[src/rtl/core/text_console_writer_assert.svh]
// ----------------------------------------------------------------------------
// Text console writer assertion macros
// Short forms for the clocked checks at the end of the top level.
// ----------------------------------------------------------------------------
`ifndef TEXT_CONSOLE_WRITER_ASSERT_SVH
`define TEXT_CONSOLE_WRITER_ASSERT_SVH

// Consequent must hold in the same cycle as the antecedent.
`define TCW_ASSERT_SAME(label, clk, rst_n, ante, cons, msg) \
    label: assert property (@(posedge clk) disable iff (!rst_n) (ante) |-> (cons)) \
        else $error(msg);

// Consequent must hold in the cycle after the antecedent.
`define TCW_ASSERT_NEXT(label, clk, rst_n, ante, cons, msg) \
    label: assert property (@(posedge clk) disable iff (!rst_n) (ante) |=> (cons)) \
        else $error(msg);

`endif

[src/rtl/core/tcw_pkg.sv]
// ----------------------------------------------------------------------------
// Text console writer package
// Shared widths, codes, payload structs and controller/datapath links.
// ----------------------------------------------------------------------------
package tcw_pkg;

    // Default screen geometry
    localparam int COLUMNS_DEF = 80;
    localparam int ROWS_DEF    = 25;

    // Field widths of the item and result transfers
    localparam int MODE_W       = 2;
    localparam int CHAR_W       = 8;
    localparam int CELL_INDEX_W = 11;
    localparam int CELL_W       = 16;
    localparam int CURSOR_COL_W = 7;
    localparam int CURSOR_ROW_W = 5;
    localparam int COLOR_W      = 4;

    // Configuration port
    localparam int PADDR_W = 3;
    localparam int PDATA_W = 32;

    // Item modes
    localparam logic [MODE_W-1:0] MODE_PUT   = 2'd0;
    localparam logic [MODE_W-1:0] MODE_CLEAR = 2'd1;
    localparam logic [MODE_W-1:0] MODE_READ  = 2'd2;

    // Special characters
    localparam logic [CHAR_W-1:0] CHAR_CR    = 8'h0D;
    localparam logic [CHAR_W-1:0] CHAR_LF    = 8'h0A;
    localparam logic [CHAR_W-1:0] CHAR_SPACE = 8'h20;

    // Register indexes (paddr bit 2)
    localparam logic REG_BG = 1'b0;
    localparam logic REG_FG = 1'b1;

    // Register reset values
    localparam logic [COLOR_W-1:0] BG_RESET = 4'd0;
    localparam logic [COLOR_W-1:0] FG_RESET = 4'd7;

    // Input item
    typedef struct packed {
        logic [MODE_W-1:0]       mode;
        logic [CHAR_W-1:0]       char_code;
        logic [CELL_INDEX_W-1:0] cell_index;
    } t_item;

    // Result item
    typedef struct packed {
        logic [CELL_W-1:0]       read_data;
        logic [CURSOR_COL_W-1:0] cursor_column;
        logic [CURSOR_ROW_W-1:0] cursor_row;
    } t_result;

    // Colors from the register file
    typedef struct packed {
        logic [COLOR_W-1:0] bg;
        logic [COLOR_W-1:0] fg;
    } t_cfg;

    // What a sweep over the cell store writes
    typedef enum logic [1:0] {
        SWEEP_ZERO   = 2'd0,
        SWEEP_BLANK  = 2'd1,
        SWEEP_SCROLL = 2'd2
    } t_sweep;

    // Controller to datapath
    typedef struct packed {
        logic   load_item;
        logic   sweep_start;
        t_sweep sweep_kind;
        logic   sweep_step;
        logic   read_cell;
        logic   put_exec;
        logic   finish;
    } t_cmd;

    // Datapath to controller
    typedef struct packed {
        logic scroll_pending;
        logic sweep_last;
    } t_status;

endpackage

[src/rtl/core/tcw_regs.sv]
// ----------------------------------------------------------------------------
// Text console writer register file
// APB-style color registers: background at 0x0, foreground at 0x4.
// ----------------------------------------------------------------------------
module tcw_regs (
    input  logic                         i_clk,
    input  logic                         i_rst_n,
    input  logic                         psel,
    input  logic                         penable,
    input  logic                         pwrite,
    input  logic [tcw_pkg::PADDR_W-1:0]  paddr,
    input  logic [tcw_pkg::PDATA_W-1:0]  pwdata,
    output logic [tcw_pkg::PDATA_W-1:0]  prdata,
    output logic                         pready,
    output tcw_pkg::t_cfg                o_cfg
);
    import tcw_pkg::*;

    logic [COLOR_W-1:0] r_bg;
    logic [COLOR_W-1:0] r_fg;
    logic               wr_xfer;

    // Write transfer completes in the access phase
    assign wr_xfer = psel && penable && pwrite && pready;
    assign pready  = 1'b1;

    always_ff @(posedge i_clk) begin
        if (!i_rst_n) begin
            r_bg <= BG_RESET;
            r_fg <= FG_RESET;
        end else if (wr_xfer) begin
            if (paddr[2] == REG_BG) begin
                r_bg <= pwdata[COLOR_W-1:0];
            end else begin
                r_fg <= pwdata[COLOR_W-1:0];
            end
        end
    end

    // Read mux
    always_comb begin
        prdata = '0;
        if (paddr[2] == REG_FG) begin
            prdata[COLOR_W-1:0] = r_fg;
        end else begin
            prdata[COLOR_W-1:0] = r_bg;
        end
    end

    assign o_cfg.bg = r_bg;
    assign o_cfg.fg = r_fg;

endmodule

[config.mk]
export PLATFORM = sky130hd
export DESIGN_NAME = tcw_regs
export DESIGN_NICKNAME = d
export VERILOG_FILES = /design/src/rtl/core/text_console_writer_assert.svh /design/src/rtl/core/tcw_pkg.sv /design/src/rtl/core/tcw_regs.sv
export SDC_FILE = /design/constraint.sdc
export NUM_CORES = 1
export LEC_CHECK = 0
export BUFFER_PORTS_ARGS = -buffer_cell sky130_fd_sc_hd__buf_2
export CORE_UTILIZATION = 31
export DETAILED_ROUTE_END_ITERATION = 16
export PLACE_DENSITY = 0.77
export SLEW_MARGIN = 20
export SYNTH_ARGS = -nofsm -noshare
export SYNTH_HDL_FRONTEND = slang
export SYNTH_SLANG_ARGS = --single-unit
export TNS_END_PERCENT = 100
[constraint.sdc]
create_clock -name i_clk -period 0.8 [get_ports i_clk]
set_input_delay 0.04 -clock i_clk [delete_from_list [all_inputs] [get_ports i_clk]]
set_output_delay 0.04 -clock i_clk [all_outputs]
set_load 0.005 [all_outputs]
==> results of run 1 <==
## placed cells by master, fill, tap and decap left out
cell type	count
conb_1	29
buf_6	18
nand2_1	9
buf_2	9
mux2i_1	8
dfxtp_2	8
nor2b_1	6
buf_4	6
mux2_4	4
clkbuf_4	3
and4b_1	1
and4_1	1
## where the power goes
group	internal, mW	switching, mW
registers	0.409	0.00574
clock network	0.172	0.142
logic	0.109	0.0954
## cell families (layout without fill, tap and decap cells)
group / count (synthesis) / after routing / share of synthesized area, %
flops: 8 / 8 / 25.8
other cells: 2 / 29 / 1.21
buf+inv: 32 / 36 / 38.4
simple gates: 17 / 17 / 14.5
mux: 12 / 12 / 20.1
## worst paths after layout
| path | start | end | cells after the start |
|---|---|---|---|
| setup / recovery | r_bg[2] | prdata[2] | 2 |
| hold / removal | pwdata[0] | r_bg[0] | 3 |
| setup reg to reg | r_bg[1] | r_bg[1] | 4 |
| hold reg to reg | r_bg[0] | r_bg[0] | 3 |
## tightest hold or removal path, delay by kind of cell
family	cells	cell delay (ps)
buffers and inverters	1	110
and+or+nand+nor	1	50
muxes	1	60
## cell type report
type | count | area (µm²)
clock buffer | 3 | 22.5
fill | 175 | 946
multi-input combinational | 58 | 339
sequential | 8 | 170
tap | 25 | 31.3
timing repair buffer | 33 | 293
## sequential cells by signal, indices dropped and copies added, names as in the netlist
| register | count |
|---|---|
| r_bg | 4 |
| r_fg | 4 |
## what timing repair did
action / CTS / global route
setup buffers: 8 / 6
setup endpoints to repair: 4 / 13
gates resized for setup: 23 / 10
pin swaps: 0 / 0
hold endpoints to repair: 0 / 0
## stage by stage
step | std cells | utilization (%) | hold slack (ps) | setup TNS, ps | worst slack (ps)
2_1_floorplan | 98 | - | 182 | 0 | 188
3_3_place_gp | 113 | 34.9 | 302 | -114 | -31.2
3_5_place_dp | 113 | 34.9 | 308 | -161 | -45.4
4_1_cts | 124 | 44.4 | 27.6 | -1110 | -205
5_1_grt | 127 | 47.5 | 27.0 | -1470 | -235
6_report | 127 | 47.5 | 34.7 | -1040 | -205
## routing by layer
metal  up-vias  share of wire [%]  global-route usage, %
li1        231                  -                      -
met2        35                 52                   18.9
met3         0                9.7                   8.46
met5         -                  0                      0
met1       219                 38                   11.4
met4         0                  0                   1.71
==> results.yml, run 1 <==
clock_tree:
  cts_tree: "built"
  cts_buffer_depth: 2
  numClockSinks: 8
  cts-root-buf: "clkbuf_4"
  clk_pin_slew_ps: 60
  hold_buffers: 0
  clkLatencyLatePin_ps: 260
  htreeDepth: 1
  numCtsBuffers: 3
finish:
  layout-drive-gt1-share_pct: 47.1
  num-nets-final: 144
  final_cell_area_um2: 856
  antenna_cells: 0
  syn_to_final_growth_pct: 37.6
route:
  routed_wl_um: 1260
  via_per_inst: 3.82
  drt-initial-drc-count: 9
  wl_per_cell_um: 9.94
  drc: 0
  first_pass_iters: 4
  route.antenna.remaining_nets: 0
  num_vias: 485
grt:
  grt_max_degree: 16
  antenna_found_initial: 0
  grt_pass1_wl_um: 1610
  gr-usage-all-layers_pct: 11.2
  grt-ovfl-total: 0
  first_global_vias: 357
synthesis:
  synth_area_um2: 622
  yosysSeqAreaShare_pct: 25.8
  ys_ff_latch: 8
  ys_types: 11
  synthArstFlopShare_pct: 0
  yosysWarnings: 0
  synth_top_area_share_pct: 35.0
  syn_area_per_cell_um2: 8.76
  synth_enable_flop_cells: 0
  yosysTopAreaCell: "buf_4"
  ys_top_cells_by_count: "29 x buf_4, 9 x nand2_1, 8 x dfxtp_1, 8 x mux2i_1, 6 x nor2b_1"
  syn_inst: 71
  synth_flop_cell: "dfxtp_1"
  post-synth-top-count-cell: "buf_4"
  synth.area.top_cells: "buf_4 35%, dfxtp_1 26%, mux2i_1 13%"
critical_path:
  worst-path-buf-inv: 1
  crit_path_start_kind: "flop"
  cp_cell_sequence: "mux2_4, buf_6"
  rrSetupSlack_ps: 20
  worst_ep_arrival_time_ps: 970
  crit_family: "flip-flops"
  cp_max_fo: 2
  crit_required_ps: 760
  cp-end-kind: "primary output"
  max_stage_delay_ps: 320
  cpMaxStageDelayCell: "dfxtp_2"
  crit_type: "flop to primary output"
floorplanning:
  ios: 81
  dieArea_um2: 2190
  die_x_um: 46.8
  rows: 15
  fp.dieH_um: 46.8
  core_um2: 1800
  start_util_pct: 34.5
timing:
  setup_ws_ps: -205
  fin_crit_ps: 1010
  final_max_slew_viol_count: 0
  clock_skew_ps: 0
  grt_setup_unrepaired: "true"
  finalCritPeriodShare_pct: 126
  setup_viol_count_final: 12
  max_freq_ghz: 0.995
  hold_viol: 0
place:
  port_buffers: 21
  place_congestion: 0.693
  placed_area_um2: 628
  dpl.hpwl_um: 826
worst_hold_path:
  hp-class: "input port to flop"
power_and_ir_drop:
  peakVddDrop_mv: 1.15
  p_leak_nw: 0.431
  powerDensity_nw_per_um2: 1090
  p_total_mw: 0.933
run_status:
  violations: "negative setup slack"
  status: "finished with violations"
run:
  cap_violations: 0
(Power assumes the default switching activity.)
==> run 2: changes to the inputs <==
CORE_UTILIZATION = 33   (was 31)
PLACE_DENSITY = 0.82   (was 0.77)
clock period = 1.2 ns   (was 0.8 ns; I/O delays follow)
==> run 2 against run 1 <==
The flow now finishes without violations. Largest cell class unchanged. Critical endpoint is now prdata[0]. Hold slack improved by 24 ps. Total power is 38% lower. Utilization shrank 11 points. Sequential share of layout area grew 5.0 points. Global-route usage shrank 0.71 points. Routed wire length decreased by 22%. Non-clock buffer count fell by 12. Combinational power is 56% lower. Critical path depth unchanged. Via count shrank 12%. Sequential power is 33% lower. First-iteration DRC count is 56% lower.
==> results.yml, run 2 (synthesis gave the netlist of run 1 again) <==
run_status:
  status: "completed"
power_and_ir_drop:
  p_clk_share_pct: 36.7
  combPwrFrac_pct: 15.7
  powerDensity_nw_per_um2: 901
  peakVddDrop_mv: 0.417
  power.internal_mw: 0.425
  p_total_mw: 0.579
  seqPwrFrac_pct: 47.6
  swShare_pct: 26.6
  power.switching_mw: 0.154
  p_leak_nw: 0.327
worst_hold_path:
  holdCritStartpoint: "pwdata[1]"
  hp-class: "input port to flop"
place:
  place_congestion: 0.650
  port_buffers: 21
  dpl.hpwl_um: 804
  post-place-cells: 112
timing:
  fin_setup_tns_ps: 0
  grt_setup_unrepaired: "false"
  clock_skew_ps: 0
  hold_viol: 0
  max_freq_ghz: 0.978
  setup_viol_count_final: 0
  finalCritPeriodShare_pct: 85.2
  final_max_slew_viol_count: 0
  fin_crit_ps: 1020
clock_tree:
  htreeDepth: 1
  numCtsBuffers: 3
  cts_setup_buffers: 0
  clk_pin_slew_ps: 60
  cts_tree: "built"
  cts_buffer_depth: 2
  cts_resized: 0
  hold_buffers: 0
  cts-root-buf: "clkbuf_4"
  numClockSinks: 8
  clkLatencyLatePin_ps: 260
route:
  drc: 0
  via_per_inst: 3.72
  route.antenna.remaining_nets: 0
  first_pass_iters: 4
  drt-initial-drc-count: 4
  num_vias: 428
  routed_wl_um: 989
  wl_per_cell_um: 8.60
critical_path:
  crit_path_start_kind: "flop"
  max_stage_delay_ps: 320
  worst_ep_arrival_time_ps: 960
  cpMaxStageDelayCell: "dfxtp_1"
  rrSetupSlack_ps: 560
  crit_required_ps: 1140
  reg2reg_depth: 2
  cp_cell_sequence: "mux2_2, buf_2"
  reg2reg_from: "r_fg[2]"
  critPathLaunch: "r_fg[0]"
  cp-end-kind: "primary output"
  cp_max_fo: 3
  crit_type: "flop to primary output"
  cp-endpoint: "prdata[0]"
  timing.rr.end: "r_fg[2]"
floorplanning:
  die_x_um: 45.4
  rows: 15
  dieArea_um2: 2060
  fp.dieH_um: 45.4
  core_um2: 1750
  ios: 81
  start_util_pct: 35.6
grt:
  grt-ovfl-total: 0
  grt_max_degree: 16
  grt_pass1_wl_um: 1470
  first_global_vias: 346
  antenna_found_initial: 0
  gr-usage-all-layers_pct: 10.5
finish:
  stdcell_count: 115
  syn_to_final_growth_pct: 3.42
  final_cell_mix: "29 x conb_1, 21 x buf_2, 9 x nand2_1, 8 x mux2i_1, 8 x dfxtp_1"
  layout_commonest_cell: "conb_1"
  nFillCells: 194
  reg_top3: "r_bg x4, r_fg x4"
  layout-drive-gt1-share_pct: 31.1
  num-nets-final: 132
  antenna_cells: 0
run:
  cap_violations: 0
-- run 2: cell count changes in the layout (fill, tap and decap cells not counted), sizes merged --
cell  previous run  this run
buf             33        21
-- run 2: area by class of cell --
cell class                      instances  area [µm²]  area share (%)
Tap cell                               25        31.3            4.86
Clock buffer                            3        22.5            3.50
Multi-Input combinational cell         58         324            50.4
Sequential cell                         8         160            24.9
Timing Repair Buffer                   21         105            16.3
-- run 2: metal layers --
| metal | routed length [µm] | vias to the layer above | global-route usage (%) |
|---|---|---|---|
| li1 | - | 207 | - |
| met1 | 406 | 191 | 11.9 |
| met2 | 483 | 28 | 16.6 |
| met3 | 79 | 2 | 3.57 |
| met4 | 21 | 0 | 7.27 |
| met5 | 0 | - | 0 |
-- run 2: per-stage QoR --
step	worst slack [ps]	util (%)	hold slack, ps	area [µm²]
global placement	291	35.6	319	621
detailed placement	259	35.6	328	621
floorplan	568	-	202	723
global route	139	36.8	67.3	643
finish	177	36.8	58.4	643
CTS	168	36.8	55.8	643
-- run 2: worst min-delay path by stage --
stage | depth (start not counted) | slack (ps) | to
6_report | 3 | 60 | r_bg[1]
3_5_place_dp | 3 | 330 | r_bg[1]
3_3_place_gp | 3 | 320 | r_bg[2]
2_1_floorplan | 2 | 200 | r_bg[0]
5_1_grt | 3 | 70 | r_bg[1]
4_1_cts | 3 | 60 | r_bg[1]
-- run 2: power by group through the flow --
stage	clock [mW]	combinational, mW	sequential, mW
3_3_place_gp	0	0.0884	0.281
2_1_floorplan	0	0.125	0.282
5_1_grt	0.234	0.106	0.276
6_report	0.213	0.0908	0.276
4_1_cts	0.219	0.0903	0.276
3_5_place_dp	0	0.0902	0.282
-- run 2: critical path, delay by kind of cell, from the launching register on --
kind / cells / cell delay [ps]
buffers and inverters: 1 / 130
muxes: 1 / 260
DFF: 1 / 320
