File: src/rtl/core/text_console_writer_assert.svh
// ----------------------------------------------------------------------------
// Text console writer assertion macros
// Short forms for the clocked checks at the end of the top level.
// ----------------------------------------------------------------------------
`ifndef TEXT_CONSOLE_WRITER_ASSERT_SVH
`define TEXT_CONSOLE_WRITER_ASSERT_SVH

// Consequent must hold in the same cycle as the antecedent.
`define TCW_ASSERT_SAME(label, clk, rst_n, ante, cons, msg) \
    label: assert property (@(posedge clk) disable iff (!rst_n) (ante) |-> (cons)) \
        else $error(msg);

// Consequent must hold in the cycle after the antecedent.
`define TCW_ASSERT_NEXT(label, clk, rst_n, ante, cons, msg) \
    label: assert property (@(posedge clk) disable iff (!rst_n) (ante) |=> (cons)) \
        else $error(msg);

`endif

File: src/rtl/core/tcw_pkg.sv
// ----------------------------------------------------------------------------
// Text console writer package
// Shared widths, codes, payload structs and controller/datapath links.
// ----------------------------------------------------------------------------
package tcw_pkg;

    // Default screen geometry
    localparam int COLUMNS_DEF = 80;
    localparam int ROWS_DEF    = 25;

    // Field widths of the item and result transfers
    localparam int MODE_W       = 2;
    localparam int CHAR_W       = 8;
    localparam int CELL_INDEX_W = 11;
    localparam int CELL_W       = 16;
    localparam int CURSOR_COL_W = 7;
    localparam int CURSOR_ROW_W = 5;
    localparam int COLOR_W      = 4;

    // Configuration port
    localparam int PADDR_W = 3;
    localparam int PDATA_W = 32;

    // Item modes
    localparam logic [MODE_W-1:0] MODE_PUT   = 2'd0;
    localparam logic [MODE_W-1:0] MODE_CLEAR = 2'd1;
    localparam logic [MODE_W-1:0] MODE_READ  = 2'd2;

    // Special characters
    localparam logic [CHAR_W-1:0] CHAR_CR    = 8'h0D;
    localparam logic [CHAR_W-1:0] CHAR_LF    = 8'h0A;
    localparam logic [CHAR_W-1:0] CHAR_SPACE = 8'h20;

    // Register indexes (paddr bit 2)
    localparam logic REG_BG = 1'b0;
    localparam logic REG_FG = 1'b1;

    // Register reset values
    localparam logic [COLOR_W-1:0] BG_RESET = 4'd0;
    localparam logic [COLOR_W-1:0] FG_RESET = 4'd7;

    // Input item
    typedef struct packed {
        logic [MODE_W-1:0]       mode;
        logic [CHAR_W-1:0]       char_code;
        logic [CELL_INDEX_W-1:0] cell_index;
    } t_item;

    // Result item
    typedef struct packed {
        logic [CELL_W-1:0]       read_data;
        logic [CURSOR_COL_W-1:0] cursor_column;
        logic [CURSOR_ROW_W-1:0] cursor_row;
    } t_result;

    // Colors from the register file
    typedef struct packed {
        logic [COLOR_W-1:0] bg;
        logic [COLOR_W-1:0] fg;
    } t_cfg;

    // What a sweep over the cell store writes
    typedef enum logic [1:0] {
        SWEEP_ZERO   = 2'd0,
        SWEEP_BLANK  = 2'd1,
        SWEEP_SCROLL = 2'd2
    } t_sweep;

    // Controller to datapath
    typedef struct packed {
        logic   load_item;
        logic   sweep_start;
        t_sweep sweep_kind;
        logic   sweep_step;
        logic   read_cell;
        logic   put_exec;
        logic   finish;
    } t_cmd;

    // Datapath to controller
    typedef struct packed {
        logic scroll_pending;
        logic sweep_last;
    } t_status;

endpackage

File: src/rtl/core/tcw_ctrl.sv
// ----------------------------------------------------------------------------
// Text console writer controller
// One-hot sequencer for reset clearing, put, scroll, clear and read.
// ----------------------------------------------------------------------------
module tcw_ctrl (
    input  logic                        i_clk,
    input  logic                        i_rst_n,
    input  logic                        i_start,
    input  logic [tcw_pkg::MODE_W-1:0]  i_mode,
    input  tcw_pkg::t_status            i_status,
    output tcw_pkg::t_cmd               o_cmd,
    output logic                        o_busy
);
    import tcw_pkg::*;

    typedef enum logic [7:0] {
        ST_INIT   = 8'b0000_0001,
        ST_IDLE   = 8'b0000_0010,
        ST_SCROLL = 8'b0000_0100,
        ST_DRAIN  = 8'b0000_1000,
        ST_CLEAR  = 8'b0001_0000,
        ST_PUT    = 8'b0010_0000,
        ST_READ   = 8'b0100_0000,
        ST_FINISH = 8'b1000_0000
    } t_state;

    t_state r_state;
    t_state n_state;

    always_ff @(posedge i_clk) begin
        if (!i_rst_n) begin
            r_state <= ST_INIT;
        end else begin
            r_state <= n_state;
        end
    end

    // Next state and commands
    always_comb begin
        n_state = r_state;
        o_cmd   = '0;
        unique case (r_state)
            ST_INIT: begin
                o_cmd.sweep_step = 1'b1;
                if (i_status.sweep_last) begin
                    n_state = ST_IDLE;
                end
            end
            ST_IDLE: begin
                if (i_start) begin
                    o_cmd.load_item = 1'b1;
                    unique case (i_mode)
                        MODE_PUT: begin
                            if (i_status.scroll_pending) begin
                                o_cmd.sweep_start = 1'b1;
                                o_cmd.sweep_kind  = SWEEP_SCROLL;
                                n_state           = ST_SCROLL;
                            end else begin
                                n_state = ST_PUT;
                            end
                        end
                        MODE_CLEAR: begin
                            o_cmd.sweep_start = 1'b1;
                            o_cmd.sweep_kind  = SWEEP_BLANK;
                            n_state           = ST_CLEAR;
                        end
                        MODE_READ: begin
                            n_state = ST_READ;
                        end
                        default: begin
                            n_state = ST_FINISH;
                        end
                    endcase
                end
            end
            ST_SCROLL: begin
                o_cmd.sweep_step = 1'b1;
                if (i_status.sweep_last) begin
                    n_state = ST_DRAIN;
                end
            end
            // last copy write still in flight: keep the write port free
            ST_DRAIN: begin
                n_state = ST_PUT;
            end
            ST_CLEAR: begin
                o_cmd.sweep_step = 1'b1;
                if (i_status.sweep_last) begin
                    n_state = ST_FINISH;
                end
            end
            ST_PUT: begin
                o_cmd.put_exec = 1'b1;
                o_cmd.finish   = 1'b1;
                n_state        = ST_IDLE;
            end
            ST_READ: begin
                o_cmd.read_cell = 1'b1;
                n_state         = ST_FINISH;
            end
            ST_FINISH: begin
                o_cmd.finish = 1'b1;
                n_state      = ST_IDLE;
            end
            default: begin
                n_state = ST_IDLE;
            end
        endcase
    end

    assign o_busy = (r_state != ST_IDLE);

endmodule

File: config.mk
export PLATFORM = sky130hd
export DESIGN_NAME = tcw_ctrl
export DESIGN_NICKNAME = d
export VERILOG_FILES = /design/src/rtl/core/text_console_writer_assert.svh /design/src/rtl/core/tcw_pkg.sv /design/src/rtl/core/tcw_ctrl.sv
export SDC_FILE = /design/constraint.sdc
export NUM_CORES = 1
export LEC_CHECK = 0
export BUFFER_PORTS_ARGS = -buffer_cell sky130_fd_sc_hd__buf_2
export CORE_AREA = 8 8 45 47
export DETAILED_ROUTE_END_ITERATION = 7
export DIE_AREA = 0 0 53 55
export GPL_TIMING_DRIVEN = 0
export PLACE_DENSITY = 0.64
export SLEW_MARGIN = 20
export SYNTH_ARGS = -nofsm -noshare
export SYNTH_HDL_FRONTEND = slang
export SYNTH_SLANG_ARGS = --single-unit
File: constraint.sdc
create_clock -name i_clk -period 1.9 [get_ports i_clk]
set_input_delay 0.38 -clock i_clk [delete_from_list [all_inputs] [get_ports i_clk]]
set_output_delay 0.38 -clock i_clk [all_outputs]
set_load 0.03 [all_outputs]
==> results by group, run 1 <==
Logic synthesis
  – Synth top cells by count: dfxtp_1, nand2_1, nor2_1
  – Distinct cells, synth: 33
  – Mapped Nets: 77
  – Netlist Area Pre-Place: 574 sq um
  – Post-synth EDFFs: 0
  – Ys flop type: dfxtp_1
  – Count leader, synth: dfxtp_1
  – Synth top area cells: dfxtp_1, nor4_1, nor3_2, nand2_1, nor2_1
  – Post-Syn Area per Cell: 8.20 sq um
  – FF+latch count, synth: 8
  – Gate Count Post-Synth: 70
  – Yosys warns: 0
  – Area leader, netlist: dfxtp_1
  – Area share of the largest cell type after synthesis: 27.9%
  – Seq/Total Area, Yosys: between 20% and 30%
  – FFs w/ async S/R, synth: 0%

Global routing
  – Initial antenna violation count: 0
  – GRT Util Overall: 12.0%
  – Remaining Overflow, GRT: 0
  – First-pass GRT wire length: 2590 um
  – Pin count of the biggest net entering global routing: 11
  – Vias in the first global route: 570

Route
  – DR WL met2: 823 um
  – Initial drt markers: 18
  – Drt wl/cell: between 10 and 15 um
  – TritonRoute pass-1 iters: 4
  – Vias per inst: 5.48
  – Via count: ~610
  – DRT antenna net count: 0
  – Total wire length: approximately 1600 um
  – DR WL met3: 80 um
  – DRC viols: 0
  – Top Metal Used: met4
  – Met1 wire length: between 600 and 700 um

Power and ir drop
  – Sw Share: around a third
  – Flop pwr share: 41.7%
  – Combinational share of power: about a quarter
  – Internal Power: 0.000290 W
  – Clk pwr share: 31.7%
  – Net Sw Power: 0.000137 W
  – Power density over the cells: 526 nW/um^2
  – Peak VDD IR: 0.000322 V
  – LEAKAGE: between 0.3 and 0.4 nW

Worst setup path
  – Top delay family on crit path: simple AND/OR/NAND/NOR gates
  – Slowest-stage cell, CP: dfxtp_2
  – Worst endpoint data arrival time: 1550 ps
  – Kind of start point of the critical path: flop
  – WS Path Type: flop to primary output
  – Most used cell, CP: nor3_4
  – Kind of end point of the critical path: primary output
  – Required @ worst endpoint: about 1500 ps
  – Bufs and invs on worst path: 1
  – Worst Path Max Fanout: 6
  – Worst-path cell chain: nor3_4 > nand4_4 > or2_4 > nor3_4 > buf_6
  – Slowest Stage Delay on Critical Path: 360 ps

Timing
  – Layout Skew: 8.54 ps
  – Setup TNS: -30.3 ps
  – WHS: 346 ps
  – F_max: 518 MHz
  – Endpoints failing hold: 0
  – Final period utilization: 102%
  – RSZ-0062 raised after global routing: true
  – Min Tclk post-route: 1930 ps
  – Relative slew margins: 74.2%
  – PnR worst setup slack: -30.3 ps
  – Worst Max-Slew Pin Slew: 384 ps
  – Final setup viols: 1
  – Max-slew violation count: 0

Die
  – Core area: between 1000 and 1500 sq um
  – Starting density of the core: 41.5%
  – Die area: 2920 sq um
  – Ports: 16
  – Core Rows: 14
  – Die X-Extent: 53 um
  – Die Y: ~55 um

Clock tree
  – CTS buffer count: 3
  – CTS max path bufs: 2
  – CTS tree: done
  – Clk pin slew, worst setup/hold paths: around 60 ps
  – Hold_buf cts: 0
  – Clock Root Buffer: clkbuf_4
  – CTS sink count: 8
  – H-Tree Depth: 1
  – Worst-skew pair later-pin latency: 260 ps

Run status
  – Failing checks: setup timing
  – Outcome: finished, violations left

Placement
  – IO buf count: 15
  – Setup WS pre-CTS: -1.85 ps
  – Detailed placement HPWL: 1130 um
  – GPL Wtd Cong: 0.795
  – Placed Cells incl. Taps: 101

Cells and area
  – Largest Register: r_state
  – Largest register FFs: 8
  – Seq. cell area: 166 sq um
  – Biggest regs: r_state: 8 flops
  – Area occupied by multi-input gates: 425 sq um
  – Finished Layout Cells: 112
  – Nets@finish: 105
  – Layout cells sized above 1: 43.8%
  – N_diodes: 0
  – Fillers: 141
  – Layout area overhead: 41.6%

Job
  – MaxCap Viol Count: 0

Worst hold path
  – Worst Hold Class: primary input to flop
## what timing repair did
item                       4_1_cts  5_1_grt
setup endpoints to repair        4        7
pin swaps                        4        2
buffers inserted                 4        4
hold endpoints to repair         0        0
gates resized for setup         10       12
## metrics by stage
stage                     util (%)  total power [W]  cell area [sq um]
final                         58.8         0.000428                813
after global placement        48.8         0.000275                676
after detailed placement      48.8         0.000276                676
after global routing          58.8         0.000455                813
after CTS                     54.8         0.000420                758
after floorplan                  -         0.000245                581
## path summary, 6_finish.rpt
kind / slack, ps / from / cells past startpoint / endpoint
worst min-delay path: 350 / i_rst_n / 2 / r_state[0]
worst max-delay path: -30 / r_state[3] / 5 / o_cmd[6]
worst min register to register: 550 / r_state[0] / 2 / r_state[0]
worst max register to register: 430 / r_state[3] / 6 / r_state[7]
## layout make-up
cell class,count,area share [%]
tap,16,2.46
sequential,8,20.5
multi-input combinational,58,52.3
clock buffer,3,2.77
timing repair buffer,23,19.8
inverter,2,0.923
buffer,2,1.23
## cell usage in the layout, fill, tap and decap left out, types with 2 or more instances in the layout
cell type,netlist,final
buf_4,0,11
buf_2,1,10
nor2_1,7,6
nand2_1,7,6
nor4_1,5,5
dfxtp_1,8,5
o21ai_0,4,4
nor3_4,1,3
nand3_1,3,3
a21oi_1,3,3
nor3_1,3,3
clkbuf_4,0,3
buf_6,0,3
nor2_4,1,2
inv_1,2,2
nand2b_1,2,2
o21a_1,2,2
dfxtp_2,0,2
## power by group through the flow
| stage | clock network (W) | registers [W] | logic, W |
|---|---|---|---|
| CTS | 0.000140 | 0.000178 | 0.000102 |
| global placement | 0 | 0.000183 | 0.0000928 |
| detailed placement | 0 | 0.000183 | 0.0000938 |
| floorplan | 0 | 0.000181 | 0.0000640 |
| finish | 0.000136 | 0.000178 | 0.000114 |
| global route | 0.000151 | 0.000179 | 0.000125 |
## kinds of logic after synthesis
group | after synthesis | share of synthesized area (%)
DFF | 8 | 27.9
AOI/OAI and AO/OA | 12 | 12.9
xor gates and xnor gates | 2 | 3.05
and+or+nand+nor | 44 | 53.4
buffers and inverters | 4 | 2.83
## routing by layer
layer	GRT usage, %	up-vias
li1	-	312
met1	13.7	287
met2	19.3	13
met3	5.08	2
met4	5.17	0
met5	0	-
No activity file was read; power rests on OpenSTA's default activity.
==> run 2: changes to the inputs <==
- CELL_PAD_IN_SITES_DETAIL_PLACEMENT: unset -> 1
- CELL_PAD_IN_SITES_GLOBAL_PLACEMENT: unset -> 1
- CORE_AREA: 8 8 45 47 -> unset
- CORE_MARGIN: unset -> 8
- CORE_UTILIZATION: unset -> 35
- DIE_AREA: 0 0 53 55 -> unset
- PLACE_DENSITY: 0.64 -> 0.7
==> results by group, run 2 (synthesized netlist as in run 1, its figures left out) <==
Run status
  – Outcome: finished, violations left
  – Failing checks: setup timing

Route
  – Via count: 652
  – Initial drt markers: 15
  – Top Metal Used: met4
  – Total wire length: 2010 um
  – Drt wl/cell: 18.2 um
  – DR WL met3: 136 um
  – Met1 wire length: 838 um
  – TritonRoute pass-1 iters: 4
  – Vias per inst: between 5 and 6
  – DR WL met2: about 990 um
  – DRT antenna net count: 0
  – DRC viols: 0

Worst setup path
  – Kind of start point of the critical path: flop
  – Required @ worst endpoint: 1520 ps
  – FF-to-FF Start: r_state[3]
  – R2R depth: 5
  – Worst Path Max Fanout: 4
  – WS Path Type: flop to primary output
  – Worst endpoint data arrival time: approximately 1600 ps
  – Reg2reg setup slack: 340 ps
  – Reg-to-reg endpoint: r_state[5]
  – Kind of end point of the critical path: primary output

Placement
  – IO buf count: 15
  – Placed Cells incl. Taps: between 100 and 150
  – Dpl cell area: 676 sq um
  – Detailed placement HPWL: 1330 um
  – GPL Wtd Cong: 0.743

Die
  – Core Rows: 14
  – Starting density of the core: 37.7%
  – Die area: ~3200 sq um
  – Ports: 16
  – Core area: roughly 1500 sq um
  – Die X-Extent: 56.5 um
  – Die Y: 56.5 um

Clock tree
  – Hold_buf cts: 0
  – Clock Root Buffer: clkbuf_4
  – Clk pin slew, worst setup/hold paths: 60 ps
  – CTS tree: done
  – CTS sink count: 8
  – CTS buffer count: 3
  – CTS max path bufs: 2
  – H-Tree Depth: 1
  – Worst-skew pair later-pin latency: 270 ps

Timing
  – Worst Max-Slew Pin Slew: between 400 and 500 ps
  – Final setup viols: 3
  – Min Tclk post-route: 1970 ps
  – F_max: roughly 500 MHz
  – Relative slew margins: 67.8%
  – Endpoints failing hold: 0
  – Layout Skew: ~2.7 ps
  – Max-slew violation count: 0
  – RSZ-0062 raised after global routing: true
  – Final period utilization: 104%
  – PnR worst setup slack: -67.6 ps

Worst hold path
  – Worst Hold Class: primary input to flop
  – Hold path start: i_rst_n
  – Worst Hold Path Cells: 2
  – WHS Endpoint: r_state[0]

Power and ir drop
  – LEAKAGE: 0.345 nW
  – Net Sw Power: 0.000156 W
  – Internal Power: 0.000287 W
  – Combinational share of power: a little over a quarter
  – Clk pwr share: between 30 and 40%
  – Flop pwr share: 40.2%
  – Sw Share: around a third
  – Peak VDD IR: 0.000422 V
  – Power density over the cells: 539 nW/um^2

Cells and area
  – Finished Layout Cells: 110
  – Final core utilization: 53.9%
  – Layout area overhead: 43.1%
  – Most frequent cells in the layout: buf_2, nand2_1, buf_4
  – Largest Register: r_state
  – Post-route cell area: a little over 800 sq um
  – N_diodes: 0
  – Nets@finish: between 100 and 150
  – Biggest regs: r_state: 8 flops
  – Layout cells sized above 1: a little under half
  – Largest register FFs: 8
  – Commonest non-fill, non-tap cell in the layout: buf_2

Global routing
  – First-pass GRT wire length: 3340 um
  – Remaining Overflow, GRT: 0
  – GRT Util Overall: 13.2%
  – Vias in the first global route: 663
  – Pin count of the biggest net entering global routing: 11
  – Initial antenna violation count: 0

Job
  – MaxCap Viol Count: 0
run 2: cell types whose count changed in the layout (fill, tap and decap cells not counted), sizes merged:
cell,change
clkbuf,+1
buf,-3
run 2: area by class of cell:
class | instances | area, sq um
plain buffers | 2 | 10.0
multi-input cells | 58 | 440
inverters | 2 | 7.51
fillers | 192 | 702
flip-flops and latches | 8 | 171
well taps | 16 | 20.0
clock buffers | 3 | 22.5
repair buffers | 21 | 150
run 2: power groups by stage:
stage	sequential, W	clock, W	combinational (W)
after floorplan	0.000181	0	0.0000640
after global placement	0.000183	0	0.0000953
after detailed placement	0.000183	0	0.0000980
after CTS	0.000177	0.000145	0.000111
after global routing	0.000179	0.000160	0.000125
final	0.000178	0.000149	0.000116
run 2: repair_timing:
item,4_1_cts,5_1_grt
gates cloned,0,0
buffers inserted,6,0
endpoints found under the setup margin,6,7
resized for setup,15,11
pin swaps,5,4
run 2: critical path, stage by stage, from the launching register on:
cell	delay, ps
dfxtp_4	350
nor3_4	250
nand4_4	160
or2_4	280
nor3_4	120
buf_6	150
run 2: metrics by stage:
| stage | total power, W | hold WS (ps) | worst slack [ps] | TNS (ps) |
|---|---|---|---|---|
| global placement | 0.000278 | 603 | 25.1 | 0 |
| finish | 0.000443 | 353 | -67.6 | -109 |
| floorplan | 0.000245 | 446 | 9.74 | 0 |
| global route | 0.000464 | 347 | -114 | -276 |
| CTS | 0.000432 | 354 | -46.3 | -46.3 |
| detailed placement | 0.000281 | 603 | -7.07 | -7.07 |
run 2: worst max-delay path by stage:
stage	to	startpoint	cells past startpoint
finish	o_cmd[6]	r_state[3]	5
global route	o_cmd[6]	r_state[3]	5
CTS	o_cmd[6]	r_state[5]	5
detailed placement	o_cmd[6]	r_state[7]	5
global placement	o_cmd[6]	r_state[7]	5
floorplan	o_cmd[6]	r_state[7]	4
run 2: per-layer routing:
layer / vias up / global-route usage [%]
met4: 0 / 7.22
met1: 314 / 15.0
met5: - / 0
li1: 313 / -
met3: 5 / 4.04
met2: 20 / 21.5
